--- src/rtl/ptc_pkg.sv ---
// Shared types, codes and constants of the pixel to texel converter.
package ptc_pkg;

  // Stream payload widths.
  localparam int unsigned S_DATA_W   = 64;
  localparam int unsigned M_DATA_W   = 48;
  localparam int unsigned TEXEL_W    = 24;
  localparam int unsigned ADDR_W     = 24;
  localparam int unsigned PIX_W      = 32;
  localparam int unsigned COLOR_W    = 24;
  localparam int unsigned PAL_IDX_W  = 8;

  // Configuration port widths.
  localparam int unsigned CFG_IDX_W  = 3;
  localparam int unsigned CFG_DATA_W = 13;

  // Grey level: weighted sum, then division by 100 as a reciprocal multiply.
  localparam int unsigned GREY_SUM_W  = 15;
  localparam int unsigned RECIP_W     = 13;
  localparam int unsigned GREY_PROD_W = GREY_SUM_W + RECIP_W;
  localparam logic [RECIP_W-1:0] GREY_RECIP = 13'd5243;
  localparam int unsigned GREY_SHIFT  = 19;
  localparam logic [7:0] WEIGHT_R = 8'd30;
  localparam logic [7:0] WEIGHT_G = 8'd59;
  localparam logic [7:0] WEIGHT_B = 8'd11;

  // Command carried in tuser.
  localparam logic CMD_LOAD    = 1'b0;
  localparam logic CMD_CONVERT = 1'b1;

  // Source pixel depth.
  typedef enum logic [1:0] {
    DEPTH_PAL = 2'd0,
    DEPTH_16  = 2'd1,
    DEPTH_24  = 2'd2,
    DEPTH_32  = 2'd3
  } depth_e;

  // Configuration register indexes.
  typedef enum logic [CFG_IDX_W-1:0] {
    REG_PIXEL_DEPTH   = 3'd0,
    REG_USE_RGB565    = 3'd1,
    REG_GREYSCALE     = 3'd2,
    REG_FRAME_WIDTH   = 3'd3,
    REG_FRAME_HEIGHT  = 3'd4,
    REG_TEXTURE_PITCH = 3'd5
  } reg_idx_e;

  // Current configuration as seen by the datapath.
  typedef struct packed {
    depth_e                pixel_depth;
    logic                  use_rgb565;
    logic                  greyscale;
    logic [CFG_DATA_W-1:0] frame_width;
    logic [CFG_DATA_W-1:0] frame_height;
    logic [CFG_DATA_W-1:0] texture_pitch;
  } cfg_t;

  // Result of the format stage: a finished texel or a grey sum still to divide.
  typedef struct packed {
    logic [TEXEL_W-1:0]    texel;
    logic                  grey;
    logic [GREY_SUM_W-1:0] sum;
  } fmt_t;

endpackage

--- src/rtl/ptc_fmt.sv ---
// Per-pixel format conversion: palette, 16-bit expand or grey sum, byte swap.
module ptc_fmt (
  input  ptc_pkg::cfg_t                     cfg_i,
  input  logic [ptc_pkg::PIX_W-1:0]         pix_i,
  input  logic                              pal_hit_i,
  input  logic [ptc_pkg::TEXEL_W-1:0]       pal_data_i,
  output ptc_pkg::fmt_t                     fmt_o
);
  import ptc_pkg::*;

  logic [7:0]            ch_r, ch_g, ch_b;
  logic [GREY_SUM_W-1:0] grey_sum;
  logic [TEXEL_W-1:0]    tex16;
  logic [TEXEL_W-1:0]    tex_swap;

  // Eight-bit channel terms of the 16-bit layouts, as the grey formula takes them.
  always_comb begin
    ch_r = {pix_i[4:0], 3'b000};
    if (cfg_i.use_rgb565) begin
      ch_g = {pix_i[10:5], 2'b00};
      ch_b = {pix_i[15:11], 3'b000};
    end else begin
      ch_g = {pix_i[9:5], 3'b000};
      ch_b = {pix_i[14:10], 3'b000};
    end
  end

  // Weighted sum; the weights are constants, so this is shift and add.
  assign grey_sum = GREY_SUM_W'(ch_r) * GREY_SUM_W'(WEIGHT_R)
                  + GREY_SUM_W'(ch_g) * GREY_SUM_W'(WEIGHT_G)
                  + GREY_SUM_W'(ch_b) * GREY_SUM_W'(WEIGHT_B);

  // Plain 16-bit expansion with the first field in the top byte.
  always_comb begin
    tex16 = '0;
    tex16[23:19] = pix_i[4:0];
    if (cfg_i.use_rgb565) begin
      tex16[15:10] = pix_i[10:5];
      tex16[7:3]   = pix_i[15:11];
    end else begin
      tex16[15:11] = pix_i[9:5];
      tex16[7:3]   = pix_i[14:10];
    end
  end

  assign tex_swap = {pix_i[7:0], pix_i[15:8], pix_i[23:16]};

  // Select by source depth.
  always_comb begin
    fmt_o.texel = '0;
    fmt_o.grey  = 1'b0;
    fmt_o.sum   = grey_sum;
    case (cfg_i.pixel_depth)
      DEPTH_PAL: fmt_o.texel = pal_hit_i ? pal_data_i : '0;
      DEPTH_16: begin
        fmt_o.texel = tex16;
        fmt_o.grey  = cfg_i.greyscale;
      end
      DEPTH_24: fmt_o.texel = tex_swap;
      DEPTH_32: fmt_o.texel = tex_swap;
      default:  fmt_o.texel = '0;
    endcase
  end

endmodule

--- config.mk ---
export PLATFORM = sky130hd
export DESIGN_NAME = ptc_fmt
export DESIGN_NICKNAME = d
export VERILOG_FILES = /design/src/rtl/ptc_pkg.sv /design/src/rtl/ptc_fmt.sv
export SDC_FILE = /design/constraint.sdc
export NUM_CORES = 1
export LEC_CHECK = 0
export BUFFER_PORTS_ARGS = -buffer_cell sky130_fd_sc_hd__buf_4
export CAP_MARGIN = 10
export CELL_PAD_IN_SITES_DETAIL_PLACEMENT = 0
export CELL_PAD_IN_SITES_GLOBAL_PLACEMENT = 1
export CORE_MARGIN = 2
export CORE_UTILIZATION = 37
export DETAILED_ROUTE_END_ITERATION = 10
export PLACE_DENSITY_LB_ADDON = 0.08
export SYNTH_ARGS = -nofsm -noshare
export SYNTH_HDL_FRONTEND = slang
export SYNTH_SLANG_ARGS = --single-unit
--- constraint.sdc ---
create_clock -name vclk -period 11
set_clock_uncertainty 0.2 [all_clocks]
set_input_delay 0.55 -clock vclk [all_inputs]
set_output_delay 0.55 -clock vclk [all_outputs]
set_load 0.01 [all_outputs]
==> results_dict.tcl <==
set metrics [dict create \
    io_buffers 91 \
    routed_wl_microns 6320 \
    cpPeakStageDelay_ns 0.52 \
    fill_cells 725 \
    gp_congestion 0.770 \
    hold_viol 0 \
    seq_cells 0 \
    synth_warnings 0 \
    crit_fanout 5 \
    wire_per_inst_microns 12.1 \
    cts_setup_buffers 0 \
    fin_nets 618 \
    syn_inst 342 \
    antenna_found_initial 0 \
    yosysTopAreaCell "fa_1" \
    gr-total-overflow 0 \
    final_common_cell "inv_1" \
    synthesis.area_sq_um 2770 \
    tns_ns 0 \
    syn_area_per_cell_sq_um 8.09 \
    row_count 31 \
    postRouteAntennaNets 0 \
    status "completed" \
    path_buf_inv 6 \
    fin_crit_ns 6.23 \
    regArea_sq_um 0 \
    ir_worst_vdd_mv 0.474 \
    p_int_uw 623 \
    post-place-cells 522 \
    layout.cells.non_filler 522 \
    ys_top_cells_by_area "fa_1 30%, ha_1 24%, inv_1 14%, nand2_1 4.5%, mux2_2 4.1%" \
    p_seq_share_pct 0 \
    area_delta_synth_final_pct 27.5 \
    postCtsHoldBufs 0 \
    rsz0062_at_grt "no" \
    path_class "in -> out" \
    io_pins 140 \
    yosysTopAreaCellShare_pct 29.7 \
    clkbuf_count 0 \
    core_sq_um 7250 \
    yosysSeqAreaShare_pct 0 \
    fp.dieH_microns 90.5 \
    slew_viol_final 0 \
    drc_errors 0 \
    grt_pass1_vias 2235 \
    fmax_mhz 161 \
    startpoint_type "input pin" \
    switchingPower_uw 627 \
    worstHoldStart "pix_i[17]" \
    worstPathRequired_ns 10.25 \
    path_delay_family "adder cells" \
    finalCritPeriodShare_pct 56.6 \
    grt_use_total_pct 15.2 \
    cts_resized 0 \
    multi_input_area_sq_um 2340 \
    setup_viol 0 \
    antenna_cells 0 \
    grt_max_degree 50 \
    worstSetupEndpointType "primary output" \
    min_path_cells 4 \
    clkPwrFrac_pct 0 \
    grt_first_pass_wirelength_microns 10600 \
    initial_core_util_pct 38.1 \
    dieArea_sq_um 8180 \
    comb_power_share_pct 100.0 \
    crit_arrival_ns 5.48 \
    fp.dieW_microns 90.5 \
    p_leak_nw 1.96 \
    slowest_stage "fa_1" \
    viasPerCell 4.58 \
    drt_iter0_drc 52 \
    hold_end "fmt_o[17]" \
    maxCapViolCount 0 \
    crit_chain "buf_4 -> inv_1 -> fa_1 -> fa_1 -> inv_1 -> ha_1 -> nor2b_1 -> o21a_1 -> o21a_1 -> nor2_1 -> ha_1 -> fa_1 -> inv_1 -> fa_1 -> inv_1 -> ha_1 -> a21o_1 -> a21o_1 -> a41o_1 -> a21oi_2 -> xor2_1 -> buf_4" \
    mostFrequentLayoutCells "100 x inv_1, 92 x buf_4, 52 x ha_1" \
    vias 2392 \
    synth_cell_types 33 \
    drive_gt1_share_pct 25.5 \
    p_sw_share_pct 50.2 \
    power_density_nw_per_um2 355 \
    dp_hpwl_microns 5630 \
    hp-class "in -> out" \
    first_pass_iters 4 \
]
-- cell usage after synthesis --
cell type and number:
fa_1 41, xor2_1 3, conb_1 1, o2111ai_1 1
o21a_1 3, inv_1 100, a21o_1 3, o21bai_1 1
nor3_1 4, mux2i_1 1, o41ai_2 1, buf_1 1
buf_2 4, and2_1 2, nor2_1 7, o2111ai_2 1
o21ai_0 22, a21oi_1 6, a21oi_2 2, buf_4 2
clkbuf_1 5, xnor2_1 8, and2b_2 1, a22oi_1 13
nor2b_1 4, a21o_2 1, a41o_1 1, nand3_1 4
and3b_1 1, ha_1 52, nand2_1 33, a221oi_1 3
mux2_2 10
-- cell families after synthesis --
family / Yosys count / share of synthesized area [%]
xor+xnor: 11 / 3.48
fa+ha+maj: 93 / 53.2
buf+inv: 112 / 15.7
compound gates: 58 / 14.2
mux: 11 / 4.43
simple gates: 56 / 8.87
other cells: 1 / 0.136
-- how the worst max path moves through the flow --
stage	slack, ns	depth (start not counted)	to	start
after floorplan	5.15	17	fmt_o[14]	cfg_i[40]
after global placement	4.75	22	fmt_o[14]	pix_i[2]
after detailed placement	4.73	22	fmt_o[14]	pix_i[2]
after CTS	4.72	22	fmt_o[14]	pix_i[2]
after global routing	4.52	21	fmt_o[13]	pix_i[2]
final	4.77	22	fmt_o[14]	pix_i[2]
-- layer usage --
metal	up-vias	share of wire [%]	track usage, %
li1	1230	-	-
met1	1113	46	21.7
met2	45	50	26.7
met3	4	3.1	0.751
met4	0	0.86	1.03
met5	-	0	0
-- metrics by stage --
step | power [mW] | setup slack, ns | util (%) | hold slack [ns] | cell area, sq um
5_1_grt | 1.42 | 4.52 | 48.6 | 1.22 | 3530
3_5_place_dp | 1.27 | 4.73 | 48.6 | 1.20 | 3530
2_1_floorplan | 0.860 | 5.15 | - | 1.05 | 2770
6_report | 1.25 | 4.77 | 48.6 | 1.19 | 3530
4_1_cts | 1.28 | 4.72 | 48.6 | 1.20 | 3530
3_3_place_gp | 1.26 | 4.75 | 48.6 | 1.19 | 3530
-- power groups by stage --
stage | clock network, mW | registers, mW | logic (mW)
detailed placement | 0 | 0 | 1.27
global placement | 0 | 0 | 1.26
global route | 0 | 0 | 1.42
CTS | 0 | 0 | 1.28
finish | 0 | 0 | 1.25
floorplan | 0 | 0 | 0.860
-- final cells by class --
type,instances,area share (%)
tap,99,3.51
multi-input combinational,231,66.3
inverter,100,10.6
timing repair buffer,92,19.6
Note: power is estimated with default switching activity, not from simulation.
