`src/rtl/ptc_pkg.sv`:
```
// Shared types, codes and constants of the pixel to texel converter.
package ptc_pkg;

  // Stream payload widths.
  localparam int unsigned S_DATA_W   = 64;
  localparam int unsigned M_DATA_W   = 48;
  localparam int unsigned TEXEL_W    = 24;
  localparam int unsigned ADDR_W     = 24;
  localparam int unsigned PIX_W      = 32;
  localparam int unsigned COLOR_W    = 24;
  localparam int unsigned PAL_IDX_W  = 8;

  // Configuration port widths.
  localparam int unsigned CFG_IDX_W  = 3;
  localparam int unsigned CFG_DATA_W = 13;

  // Grey level: weighted sum, then division by 100 as a reciprocal multiply.
  localparam int unsigned GREY_SUM_W  = 15;
  localparam int unsigned RECIP_W     = 13;
  localparam int unsigned GREY_PROD_W = GREY_SUM_W + RECIP_W;
  localparam logic [RECIP_W-1:0] GREY_RECIP = 13'd5243;
  localparam int unsigned GREY_SHIFT  = 19;
  localparam logic [7:0] WEIGHT_R = 8'd30;
  localparam logic [7:0] WEIGHT_G = 8'd59;
  localparam logic [7:0] WEIGHT_B = 8'd11;

  // Command carried in tuser.
  localparam logic CMD_LOAD    = 1'b0;
  localparam logic CMD_CONVERT = 1'b1;

  // Source pixel depth.
  typedef enum logic [1:0] {
    DEPTH_PAL = 2'd0,
    DEPTH_16  = 2'd1,
    DEPTH_24  = 2'd2,
    DEPTH_32  = 2'd3
  } depth_e;

  // Configuration register indexes.
  typedef enum logic [CFG_IDX_W-1:0] {
    REG_PIXEL_DEPTH   = 3'd0,
    REG_USE_RGB565    = 3'd1,
    REG_GREYSCALE     = 3'd2,
    REG_FRAME_WIDTH   = 3'd3,
    REG_FRAME_HEIGHT  = 3'd4,
    REG_TEXTURE_PITCH = 3'd5
  } reg_idx_e;

  // Current configuration as seen by the datapath.
  typedef struct packed {
    depth_e                pixel_depth;
    logic                  use_rgb565;
    logic                  greyscale;
    logic [CFG_DATA_W-1:0] frame_width;
    logic [CFG_DATA_W-1:0] frame_height;
    logic [CFG_DATA_W-1:0] texture_pitch;
  } cfg_t;

  // Result of the format stage: a finished texel or a grey sum still to divide.
  typedef struct packed {
    logic [TEXEL_W-1:0]    texel;
    logic                  grey;
    logic [GREY_SUM_W-1:0] sum;
  } fmt_t;

endpackage

```
`src/rtl/ptc_regs.sv`:
```
// Configuration register file of the pixel to texel converter.
module ptc_regs (
  input  logic                           clk_i,
  input  logic                           rst_ni,
  input  logic                           cfg_we_i,
  input  logic [ptc_pkg::CFG_IDX_W-1:0]  cfg_index_i,
  input  logic [ptc_pkg::CFG_DATA_W-1:0] cfg_data_i,
  output ptc_pkg::cfg_t                  cfg_o
);
  import ptc_pkg::*;

  cfg_t cfg_q;
  cfg_t cfg_d;

  // Decode one register write; indexes past the list are dropped.
  always_comb begin
    cfg_d = cfg_q;
    if (cfg_we_i) begin
      case (cfg_index_i)
        REG_PIXEL_DEPTH:   cfg_d.pixel_depth   = depth_e'(cfg_data_i[1:0]);
        REG_USE_RGB565:    cfg_d.use_rgb565    = cfg_data_i[0];
        REG_GREYSCALE:     cfg_d.greyscale     = cfg_data_i[0];
        REG_FRAME_WIDTH:   cfg_d.frame_width   = cfg_data_i;
        REG_FRAME_HEIGHT:  cfg_d.frame_height  = cfg_data_i;
        REG_TEXTURE_PITCH: cfg_d.texture_pitch = cfg_data_i;
        default:           cfg_d = cfg_q;
      endcase
    end
  end

  always_ff @(posedge clk_i or negedge rst_ni) begin
    if (!rst_ni) begin
      cfg_q.pixel_depth   <= DEPTH_PAL;
      cfg_q.use_rgb565    <= 1'b1;
      cfg_q.greyscale     <= 1'b0;
      cfg_q.frame_width   <= 13'd640;
      cfg_q.frame_height  <= 13'd480;
      cfg_q.texture_pitch <= 13'd640;
    end else begin
      cfg_q <= cfg_d;
    end
  end

  assign cfg_o = cfg_q;

endmodule

```
`config.mk`:
```
export PLATFORM = sky130hd
export DESIGN_NAME = ptc_regs
export DESIGN_NICKNAME = d
export VERILOG_FILES = /design/src/rtl/ptc_pkg.sv /design/src/rtl/ptc_regs.sv
export SDC_FILE = /design/constraint.sdc
export NUM_CORES = 1
export LEC_CHECK = 0
export ABC_CLOCK_PERIOD_IN_PS = 1200
export BUFFER_PORTS_ARGS = -buffer_cell sky130_fd_sc_hd__buf_2
export CAP_MARGIN = 20
export CORE_UTILIZATION = 40
export CTS_CLUSTER_SIZE = 25
export DETAILED_ROUTE_END_ITERATION = 8
export GPL_ROUTABILITY_DRIVEN = 0
export PLACE_DENSITY_LB_ADDON = 0.05
export SYNTH_ARGS = -nofsm -noshare
export SYNTH_HDL_FRONTEND = slang
export SYNTH_SLANG_ARGS = --single-unit
```
`constraint.sdc`:
```
create_clock -name clk_i -period 1.2 [get_ports clk_i]
set_input_delay 0.24 -clock clk_i [delete_from_list [all_inputs] [get_ports clk_i]]
set_output_delay 0.24 -clock clk_i [all_outputs]
set_load 0.02 [all_outputs]
```
==> PnR_summary.wiki <==
{| class="wikitable"
! Metric !! Value
|-
| Post-Syn Area || approximately 0.0017 mm²
|-
| Crit path buffers/inverters || 1
|-
| Tightest slew margin relative to the limit || 0.771
|-
| CTS tree || yes
|-
| Most used cells in the layout excluding fill and tap cells || buf_2, mux2_2, dfrtp_1
|-
| Worst Path Arrival || 0.95 ns
|-
| Ratio of cells with drive above 1 in the final layout || 0.763
|-
| All-Layer GR Usage || 0.150
|-
| Number of rows in the core area || 23
|-
| Yosys warning count || 0
|-
| Worst slew pin tran || 0.338 ns
|-
| HPWL Detailed || ~2.2 mm
|-
| Maximum clock frequency || 844 MHz
|-
| Highest cell delay on the worst timing path || between 0.5 and 0.6 ns
|-
| CP Launch Type || flip-flop
|-
| Maximum buffer depth of the clock tree || 2
|-
| Overflow left after global routing || 0
|-
| Initial core utilization || 0.416
|-
| Setup-failing EPs final || 0
|-
| Yosys cell types || 10
|-
| Seq/Total Area, Yosys || 0.654
|-
| Post CTS Setup Buffer Count || 0
|-
| CP max-delay cell || dfstp_2
|-
| Period utilization || 0.988
|-
| Boundary pin count || 62
|-
| Final hold slack || 0.210 ns
|-
| Setup repair after global routing missed its margin || yes
|-
| Clock network power share || 0.228
|-
| Synthesis-to-finish area growth || 34.5%
|-
| Die X || 66.5 µm
|-
| Final period demand of the worst path || about 1.2 ns
|-
| Switching power summed over all nets || between 1 and 1.5 mW
|-
| Sequential share of power || 0.473
|-
| First drt pass iteration count || 4
|-
| Number of levels the H-tree was split into || 2
|-
| Clock sink total || 43
|-
| DRC violations left || 0
|-
| Number of DRC markers in iteration 0 || 20
|-
| Maximum ir drop on the vdd rail || 862 µV
|-
| Worst min-delay path class || in -> reg
|-
| Gate power share || 0.299
|-
| Die Span Y || 66.5 µm
|-
| Number of max-capacitance violations reported || 0
|-
| Count of vias placed by the detailed router || 1065
|-
| Internal power summed over all cells || ~3 mW
|-
| Total count of max-transition violations in the final report || 0
|-
| Series of cell instances along the critical path || buf_6
|-
| Largest delay share family, worst path || flip-flops
|-
| Post-Synthesis Cells || 95
|-
| Wire length per cell || between 10 and 15 µm
|-
| Number of buffers created by CTS || 5
|-
| Input/output buffers || a little over 60
|-
| Standard cell core area || between 0.004 and 0.005 mm²
|-
| Switching share of power || 0.302
|-
| Post-detailed-route count of antenna-violating nets || 0
|-
| Global-route wire length before repair || 4.75 mm
|-
| Vias in the first global route || around 1.1k
|-
| Clock latency on the worst-skew pair || roughly 0.28 ns
|-
| Data required, critical path || between 0.9 and 1 ns
|-
| Number of hold-slack violations in the final timing report || 0
|-
| Largest fanout on the critical path || 2
|-
| Net count, final || ~190
|-
| Number of nets in the synthesized netlist || around 110
|-
| Antenna cell count || 0
|-
| Most frequent standard cell in the layout excluding fill and tap cells || buf_2
|-
| Clock-pin slew reported for the worst setup and hold paths after clock tree synthesis || ~0.070 ns
|-
| Number of vias per cell || approximately 5
|-
| Largest net degree at the start of global routing || 44
|-
| Initial antenna violation count || 0
|-
| Outcome || complete, no violations
|-
| Root Buffer Master || clkbuf_8
|-
| Yosys reg bits || 43
|-
| Pwr per Cell Area || roughly 1900 mW/mm²
|-
| Leakage power || approximately 1.1 nW
|-
| Non-filler instance count after layout || 219
|-
| Classification of the worst setup path || reg -> out
|-
| Number of flip-flops under the largest register name || 43
|-
| Synthesized area divided by synthesized cell count || 17.5 µm²
|-
| Placed cell count || 210
|-
| TNS Setup || 0 ns
|-
| Crit. End Element || primary output
|-
| DIE AREA || 0.00442 mm²
|-
| Setup Skew || 0 ns
|-
| Post-detailed-routing wire length || slightly above 3 mm
|}
-- logic make-up (layout without fill, tap and decap cells) --
| logic type | after synthesis | count (layout) | share of synthesized area |
|---|---|---|---|
| multiplexers | 43 | 43 | 0.291 |
| flip-flops | 43 | 43 | 0.654 |
| buffers and inverters | 3 | 77 | 0.0158 |
| AND/OR/NAND/NOR | 6 | 6 | 0.0391 |
-- repair_timing --
item                                    4_1_cts  5_1_grt
gates resized for setup                      14        4
hold buffers                                  1        0
endpoints found under the hold margin        34        0
endpoints found under the setup margin        9        9
-- power by group through the flow --
| stage | sequential [mW] | combinational, mW | clock, mW |
|---|---|---|---|
| after floorplan | 2.40 | 0.308 | 0 |
| after global placement | 1.98 | 1.16 | 0 |
| after detailed placement | 1.99 | 1.18 | 0 |
| after CTS | 1.98 | 1.25 | 1.00 |
| after global routing | 2.02 | 1.34 | 1.06 |
| final | 1.98 | 1.25 | 0.954 |
-- worst paths after layout --
path / start / endpoint / slack (ns) / depth (start not counted)
min in group asynchronous: rst_ni / cfg_o[5] / 0.46 / 3
max in group asynchronous: rst_ni / cfg_o[40] / 0.48 / 3
max: cfg_o[19] / cfg_o[19] / 0.01 / 1
max reg2reg: cfg_o[34] / cfg_o[34] / 0.44 / 1
min reg2reg: cfg_o[26] / cfg_o[26] / 0.50 / 1
min: cfg_data_i[10] / cfg_o[10] / 0.21 / 2
-- area by class of cell --
cell class | count | area [µm²]
clock buffers | 8 | 100
well taps | 50 | 62.6
flip-flops and latches | 43 | 1090
repair buffers | 69 | 437
multi-input cells | 49 | 549
fillers | 354 | 1760
-- layer usage --
layer,routed length [µm],track usage,vias to the layer above
li1,-,-,493
met1,1290,0.169,529
met2,1530,0.259,37
met3,152,0.0360,6
met4,54,0.0798,0
met5,0,0,-
-- Yosys cell counts --
cell       n  area [µm²]
mux2_2    43         484
dfrtp_1   34         851
dfstp_2    9         236
buf_4      2        15.0
nand4b_1   2        17.5
and4bb_2   1        12.5
and4bb_4   1        16.3
buf_6      1        11.3
nor4b_1    1        8.76
nor4bb_1   1        10.0
-- per-stage QoR --
| stage | util | worst slack, ns | power [mW] | instance area (µm²) |
|---|---|---|---|---|
| finish | 0.559 | 0.0148 | 4.18 | 2240 |
| global route | 0.559 | -0.0226 | 4.42 | 2240 |
| CTS | 0.555 | 0.000653 | 4.23 | 2220 |
| detailed placement | 0.517 | -0.158 | 3.18 | 2070 |
| global placement | 0.517 | -0.123 | 3.14 | 2070 |
| floorplan | - | 0.0341 | 2.71 | 1660 |
Note: power is estimated with default switching activity, not from simulation.
