==> src/rtl/ptc_pkg.sv <==
// Shared types, codes and constants of the pixel to texel converter.
package ptc_pkg;

  // Stream payload widths.
  localparam int unsigned S_DATA_W   = 64;
  localparam int unsigned M_DATA_W   = 48;
  localparam int unsigned TEXEL_W    = 24;
  localparam int unsigned ADDR_W     = 24;
  localparam int unsigned PIX_W      = 32;
  localparam int unsigned COLOR_W    = 24;
  localparam int unsigned PAL_IDX_W  = 8;

  // Configuration port widths.
  localparam int unsigned CFG_IDX_W  = 3;
  localparam int unsigned CFG_DATA_W = 13;

  // Grey level: weighted sum, then division by 100 as a reciprocal multiply.
  localparam int unsigned GREY_SUM_W  = 15;
  localparam int unsigned RECIP_W     = 13;
  localparam int unsigned GREY_PROD_W = GREY_SUM_W + RECIP_W;
  localparam logic [RECIP_W-1:0] GREY_RECIP = 13'd5243;
  localparam int unsigned GREY_SHIFT  = 19;
  localparam logic [7:0] WEIGHT_R = 8'd30;
  localparam logic [7:0] WEIGHT_G = 8'd59;
  localparam logic [7:0] WEIGHT_B = 8'd11;

  // Command carried in tuser.
  localparam logic CMD_LOAD    = 1'b0;
  localparam logic CMD_CONVERT = 1'b1;

  // Source pixel depth.
  typedef enum logic [1:0] {
    DEPTH_PAL = 2'd0,
    DEPTH_16  = 2'd1,
    DEPTH_24  = 2'd2,
    DEPTH_32  = 2'd3
  } depth_e;

  // Configuration register indexes.
  typedef enum logic [CFG_IDX_W-1:0] {
    REG_PIXEL_DEPTH   = 3'd0,
    REG_USE_RGB565    = 3'd1,
    REG_GREYSCALE     = 3'd2,
    REG_FRAME_WIDTH   = 3'd3,
    REG_FRAME_HEIGHT  = 3'd4,
    REG_TEXTURE_PITCH = 3'd5
  } reg_idx_e;

  // Current configuration as seen by the datapath.
  typedef struct packed {
    depth_e                pixel_depth;
    logic                  use_rgb565;
    logic                  greyscale;
    logic [CFG_DATA_W-1:0] frame_width;
    logic [CFG_DATA_W-1:0] frame_height;
    logic [CFG_DATA_W-1:0] texture_pitch;
  } cfg_t;

  // Result of the format stage: a finished texel or a grey sum still to divide.
  typedef struct packed {
    logic [TEXEL_W-1:0]    texel;
    logic                  grey;
    logic [GREY_SUM_W-1:0] sum;
  } fmt_t;

endpackage

==> src/rtl/ptc_scan.sv <==
// Column and row counters that walk the frame and flag its last pixel.
module ptc_scan #(
  parameter int unsigned MAX_DIM = 4096
) (
  input  logic                       clk_i,
  input  logic                       rst_ni,
  input  ptc_pkg::cfg_t              cfg_i,
  input  logic                       step_i,
  output logic [$clog2(MAX_DIM)-1:0] col_o,
  output logic [$clog2(MAX_DIM)-1:0] row_o,
  output logic                       last_o
);
  import ptc_pkg::*;

  localparam int unsigned CNT_W   = $clog2(MAX_DIM);
  localparam int unsigned NEED_W  = $clog2(MAX_DIM + 1);
  localparam int unsigned DIM_W   = (NEED_W > CFG_DATA_W) ? NEED_W : CFG_DATA_W;
  localparam logic [DIM_W-1:0] DIM_MAX = DIM_W'(MAX_DIM);

  logic [CNT_W-1:0] col_q, col_d;
  logic [CNT_W-1:0] row_q, row_d;
  logic [DIM_W-1:0] width_eff, height_eff;
  logic [DIM_W-1:0] col_inc, row_inc;
  logic             col_wrap, row_wrap;

  // A zero dimension acts as one, an oversized one as the maximum.
  function automatic logic [DIM_W-1:0] eff_dim(input logic [CFG_DATA_W-1:0] d);
    logic [DIM_W-1:0] dw;
    dw = DIM_W'(d);
    if (dw == '0) begin
      eff_dim = DIM_W'(1);
    end else if (dw > DIM_MAX) begin
      eff_dim = DIM_MAX;
    end else begin
      eff_dim = dw;
    end
  endfunction

  assign width_eff  = eff_dim(cfg_i.frame_width);
  assign height_eff = eff_dim(cfg_i.frame_height);
  assign col_inc    = DIM_W'(col_q) + DIM_W'(1);
  assign row_inc    = DIM_W'(row_q) + DIM_W'(1);
  assign col_wrap   = (col_inc >= width_eff);
  assign row_wrap   = (row_inc >= height_eff);

  // Advance on every converted pixel; a counter past a reduced size wraps too.
  always_comb begin
    col_d = col_q;
    row_d = row_q;
    if (step_i) begin
      if (col_wrap) begin
        col_d = '0;
        row_d = row_wrap ? '0 : CNT_W'(row_inc);
      end else begin
        col_d = CNT_W'(col_inc);
      end
    end
  end

  always_ff @(posedge clk_i or negedge rst_ni) begin
    if (!rst_ni) begin
      col_q <= '0;
      row_q <= '0;
    end else begin
      col_q <= col_d;
      row_q <= row_d;
    end
  end

  assign col_o  = col_q;
  assign row_o  = row_q;
  assign last_o = col_wrap && row_wrap;

  // The last pixel of a frame returns both counters to the origin.
  a_last_wraps: assert property (@(posedge clk_i) disable iff (!rst_ni)
    step_i && last_o |=> (col_q == '0) && (row_q == '0))
    else $error("counters did not return to origin after the last pixel");

  // Inside a row the column moves by exactly one and the row stays.
  a_col_inc: assert property (@(posedge clk_i) disable iff (!rst_ni)
    step_i && !col_wrap |=> (col_q == $past(col_q) + CNT_W'(1)) && $stable(row_q))
    else $error("column did not advance by one");

  // Without a converted pixel the position holds.
  a_hold: assert property (@(posedge clk_i) disable iff (!rst_ni)
    !step_i |=> $stable(col_q) && $stable(row_q))
    else $error("position moved without a pixel");

endmodule

==> config.mk <==
export PLATFORM = sky130hd
export DESIGN_NAME = ptc_scan
export DESIGN_NICKNAME = d
export VERILOG_FILES = /design/src/rtl/ptc_pkg.sv /design/src/rtl/ptc_scan.sv
export SDC_FILE = /design/constraint.sdc
export NUM_CORES = 1
export LEC_CHECK = 0
export BUFFER_PORTS_ARGS = -buffer_cell sky130_fd_sc_hd__buf_2
export CORE_ASPECT_RATIO = 1.5
export CORE_MARGIN = 1.5
export CORE_UTILIZATION = 25
export DETAILED_ROUTE_END_ITERATION = 16
export PLACE_DENSITY = 0.43
export SLEW_MARGIN = 20
export SYNTH_ARGS = -nofsm -noshare
export SYNTH_HDL_FRONTEND = slang
export SYNTH_SLANG_ARGS = --single-unit
==> constraint.sdc <==
create_clock -name clk_i -period 6.8 [get_ports clk_i]
set_clock_uncertainty 0.05 [all_clocks]
set_input_delay 0.68 -clock clk_i [delete_from_list [all_inputs] [get_ports clk_i]]
set_output_delay 0.68 -clock clk_i [all_outputs]
set_load 0.05 [all_outputs]
==> flow_metrics.py <==
metrics = {
    "clock_tree": {
        "numCtsBuffers": 3,
        "path_clk_slew_ns": 0.06,
        "clock-root-buffer": "clkbuf_16",
        "tritoncts": "done",
        "postCtsHoldBufs": 0,
        "ctsResizeCount": 0,
        "post_cts.repair.setup_buffers": 0,
        "insertion_delay_ns": 0.25,
        "htree_levels": 1,
        "clk_path_buf_depth": 2,
        "cts.sink_count": 24,
    },
    "critical_path": {
        "reg2reg_depth": 13,
        "cpMostUsedCell": "nor2_1",
        "rrSetupSlack_ns": 2.97,
        "cp_slowest_cell": "nor3_1",
        "rr_startpoint": "col_o[0]",
        "cp-end-kind": "output port",
        "cp.required_ns": 6.07,
        "reg2reg_to": "row_o[6]",
        "cp_max_fo": 7,
        "critical_path_arrival_ns": 3.69,
        "start_kind": "register",
        "crit_path_max_incr_delay_ns": 0.64,
        "critPathKind": "register to output port",
        "crit_chain": "ha_1 > nand3_1 > nor2_1 > nand3_1 > nor2_1 > xor2_1 > ha_1 > a211oi_1 > o21bai_1 > nor3_1 > nor2_1 > buf_2",
    },
    "logic_synthesis": {
        "postSynthAreaPerCell_um2": 8.055,
        "yosys_warnings": 0,
        "synthCells": 267,
        "synthFlopType": "dfrtp_1",
        "ys_types": 41,
        "synth_seq_area_share_pct": 27.92,
        "async_reset_ff_share_pct": 100.0,
        "synth-edff-count": 0,
        "synthesis.nets": 341,
        "ys_ff_latch": 24,
        "synth_area_um2": 2151,
    },
    "sta": {
        "rsz0062_at_grt": "false",
        "relSlewSlack_pct": 49.95,
        "min_period_over_period_pct": 65.01,
        "worstMarginPinSlew_ns": 0.7450,
        "period_needed_ns": 4.420,
        "setup-violations-final": 0,
        "fmax_ghz": 0.2262,
        "drv_slew": 0,
        "finalSetupTns_ns": 0,
        "hold_viol": 0,
    },
    "detailed_routing": {
        "wl_per_cell_um": 13.62,
        "drc": 0,
        "ant_nets": 0,
        "drt-total-wl_um": 5734,
        "first_pass_iters": 4,
        "avgViaCountPerCell": 4.900,
        "vias": 2063,
        "drtIter0Drc": 63,
    },
    "power_and_ir_drop": {
        "vdd_drop_max_v": 0.0001191,
        "p_per_area_nw_per_um2": 325.1,
        "leakagePower_nw": 1.245,
    },
    "min_path": {
        "min_path_type": "input pin to asynchronous set/reset pin",
    },
    "global_route": {
        "grt.total_usage_pct": 12.93,
        "grt_max_degree": 25,
        "globalRouteOverflowTotal": 0,
        "antenna_found_initial": 0,
        "grt_pass1_vias": 2006,
        "grt_pass1_wl_um": 9466,
    },
    "place": {
        "placed_area_um2": 2507,
        "dpl.hpwl_um": 4671,
        "io_buffers": 53,
        "place.gp.congestion": 0.7489,
    },
    "layout": {
        "layout-drive-gt1-share_pct": 19.43,
        "layout.nets": 390,
        "final_cell_area_um2": 2582,
        "num-fill-cells": 927,
        "antenna_cells": 0,
        "syn2layout_area_growth_pct": 20.07,
    },
    "outcome": {
        "outcome": "completed",
    },
    "floorplan": {
        "fp.coreArea_um2": 8362,
        "dieWidth_um": 78.74,
        "rows": 41,
        "ios": 71,
        "initial_utilization_pct": 25.72,
        "die_y_um": 116.6,
        "die-area_um2": 9181,
    },
    "job": {
        "cap_violations": 0,
    },
}
[report_power, final]
part	switching, mW	internal (mW)	total (mW)
registers	0.0637	0.182	0.245
clock network	0.0484	0.0778	0.126
logic	0.318	0.150	0.468
total	0.430	0.409	0.839
[Yosys cell counts, types with 3 or more instances]
cell        n  area (um^2)
nand3_1    20        100.1
o21ai_0    16        80.08
o2bb2ai_1   3        26.28
a2bb2oi_1   3        26.28
or3_1       3        18.77
o31ai_1     7        52.55
nand2_1    49        183.9
clkbuf_1    7        26.28
o21bai_1    4        30.03
ha_1       28        350.3
nor3_1      3        15.01
xnor2_1    12        105.1
nand4_1     7        43.79
nor2_1     11        41.29
nor4_1      5        31.28
inv_1      16        60.06
xor2_1      5        43.79
dfrtp_1    24        600.6
a21oi_1    11        55.05
and3_1      5        31.28
[worst max-delay path, delay by kind of cell, from the launching register on]
family	cells	cell delay, ns
AO/OA/AOI/OAI	2	0.35
AND/OR/NAND/NOR	6	1.67
adder cells (fa/ha/maj)	2	0.52
buffers and inverters	1	0.25
XOR/XNOR	1	0.18
flip-flops	1	0.45
[layout make-up]
type	instances	area, um^2	area share (%)
Timing Repair Buffer	55	280.3	10.85
Clock buffer	3	75.07	2.907
Tap cell	107	133.9	5.184
Multi-Input combinational cell	216	1433	55.47
Sequential cell	24	600.6	23.26
Inverter	16	60.06	2.326
[metal layers]
layer | share of wire (%) | vias to the layer above | global-route usage, %
met2 | 53 | 48 | 25.34
met5 | 0 | - | 0
li1 | - | 1060 | -
met3 | 3.8 | 2 | 1.719
met1 | 43 | 953 | 14.48
met4 | 0.63 | 0 | 3.214
[placed cells by master (no fill, tap or decap), drive strengths merged, types with 4 or more instances in the layout]
cell	netlist	final
nand3	20	20
and3	5	5
nand4	7	7
dfrtp	24	24
o21ai	17	17
o31ai	9	9
nor2	11	11
nor4	5	5
o21bai	4	4
ha	28	28
a21oi	11	11
xor2	5	5
nand2	49	49
xnor2	12	12
inv	16	16
buf	4	55
[worst max path at each step]
stage               startpoint  depth (start not counted)     end  slack (ns)
finish                row_o[0]                         12  last_o        2.38
global route          row_o[0]                         12  last_o        1.92
CTS                   row_o[0]                         12  last_o        2.26
detailed placement    row_o[0]                         12  last_o        2.55
global placement      row_o[0]                         12  last_o        2.58
floorplan             col_o[0]                         13  last_o        2.39
[sequential cells by signal, summed over array words and instances, names as in the netlist]
| name | flops |
|---|---|
| col_o | 12 |
| row_o | 12 |
[logic make-up (layout without fill, tap and decap cells)]
| group | count (synthesis) | in the layout | synth area share, % |
|---|---|---|---|
| and+or+nand+nor | 108 | 108 | 23.33 |
| AOI/OAI and AO/OA | 62 | 62 | 19.61 |
| adders and majority gates | 28 | 28 | 16.29 |
| buffers and inverters | 27 | 74 | 5.468 |
| DFF | 24 | 24 | 27.92 |
| xor gates and xnor gates | 17 | 17 | 6.922 |
| muxes | 1 | 1 | 0.4654 |
[metrics by stage]
stage | hold WS, ns | setup WS, ns | power [mW] | std cells | utilization, %
floorplan | 0.3344 | 2.388 | 0.5991 | 267 | -
global placement | 0.5151 | 2.577 | 0.7196 | 418 | 29.99
detailed placement | 0.5182 | 2.554 | 0.7235 | 418 | 29.99
CTS | 0.3950 | 2.263 | 0.8548 | 421 | 30.88
global route | 0.4111 | 1.922 | 0.9154 | 421 | 30.88
finish | 0.3729 | 2.380 | 0.8394 | 421 | 30.88
No activity file was read; power rests on OpenSTA's default activity.
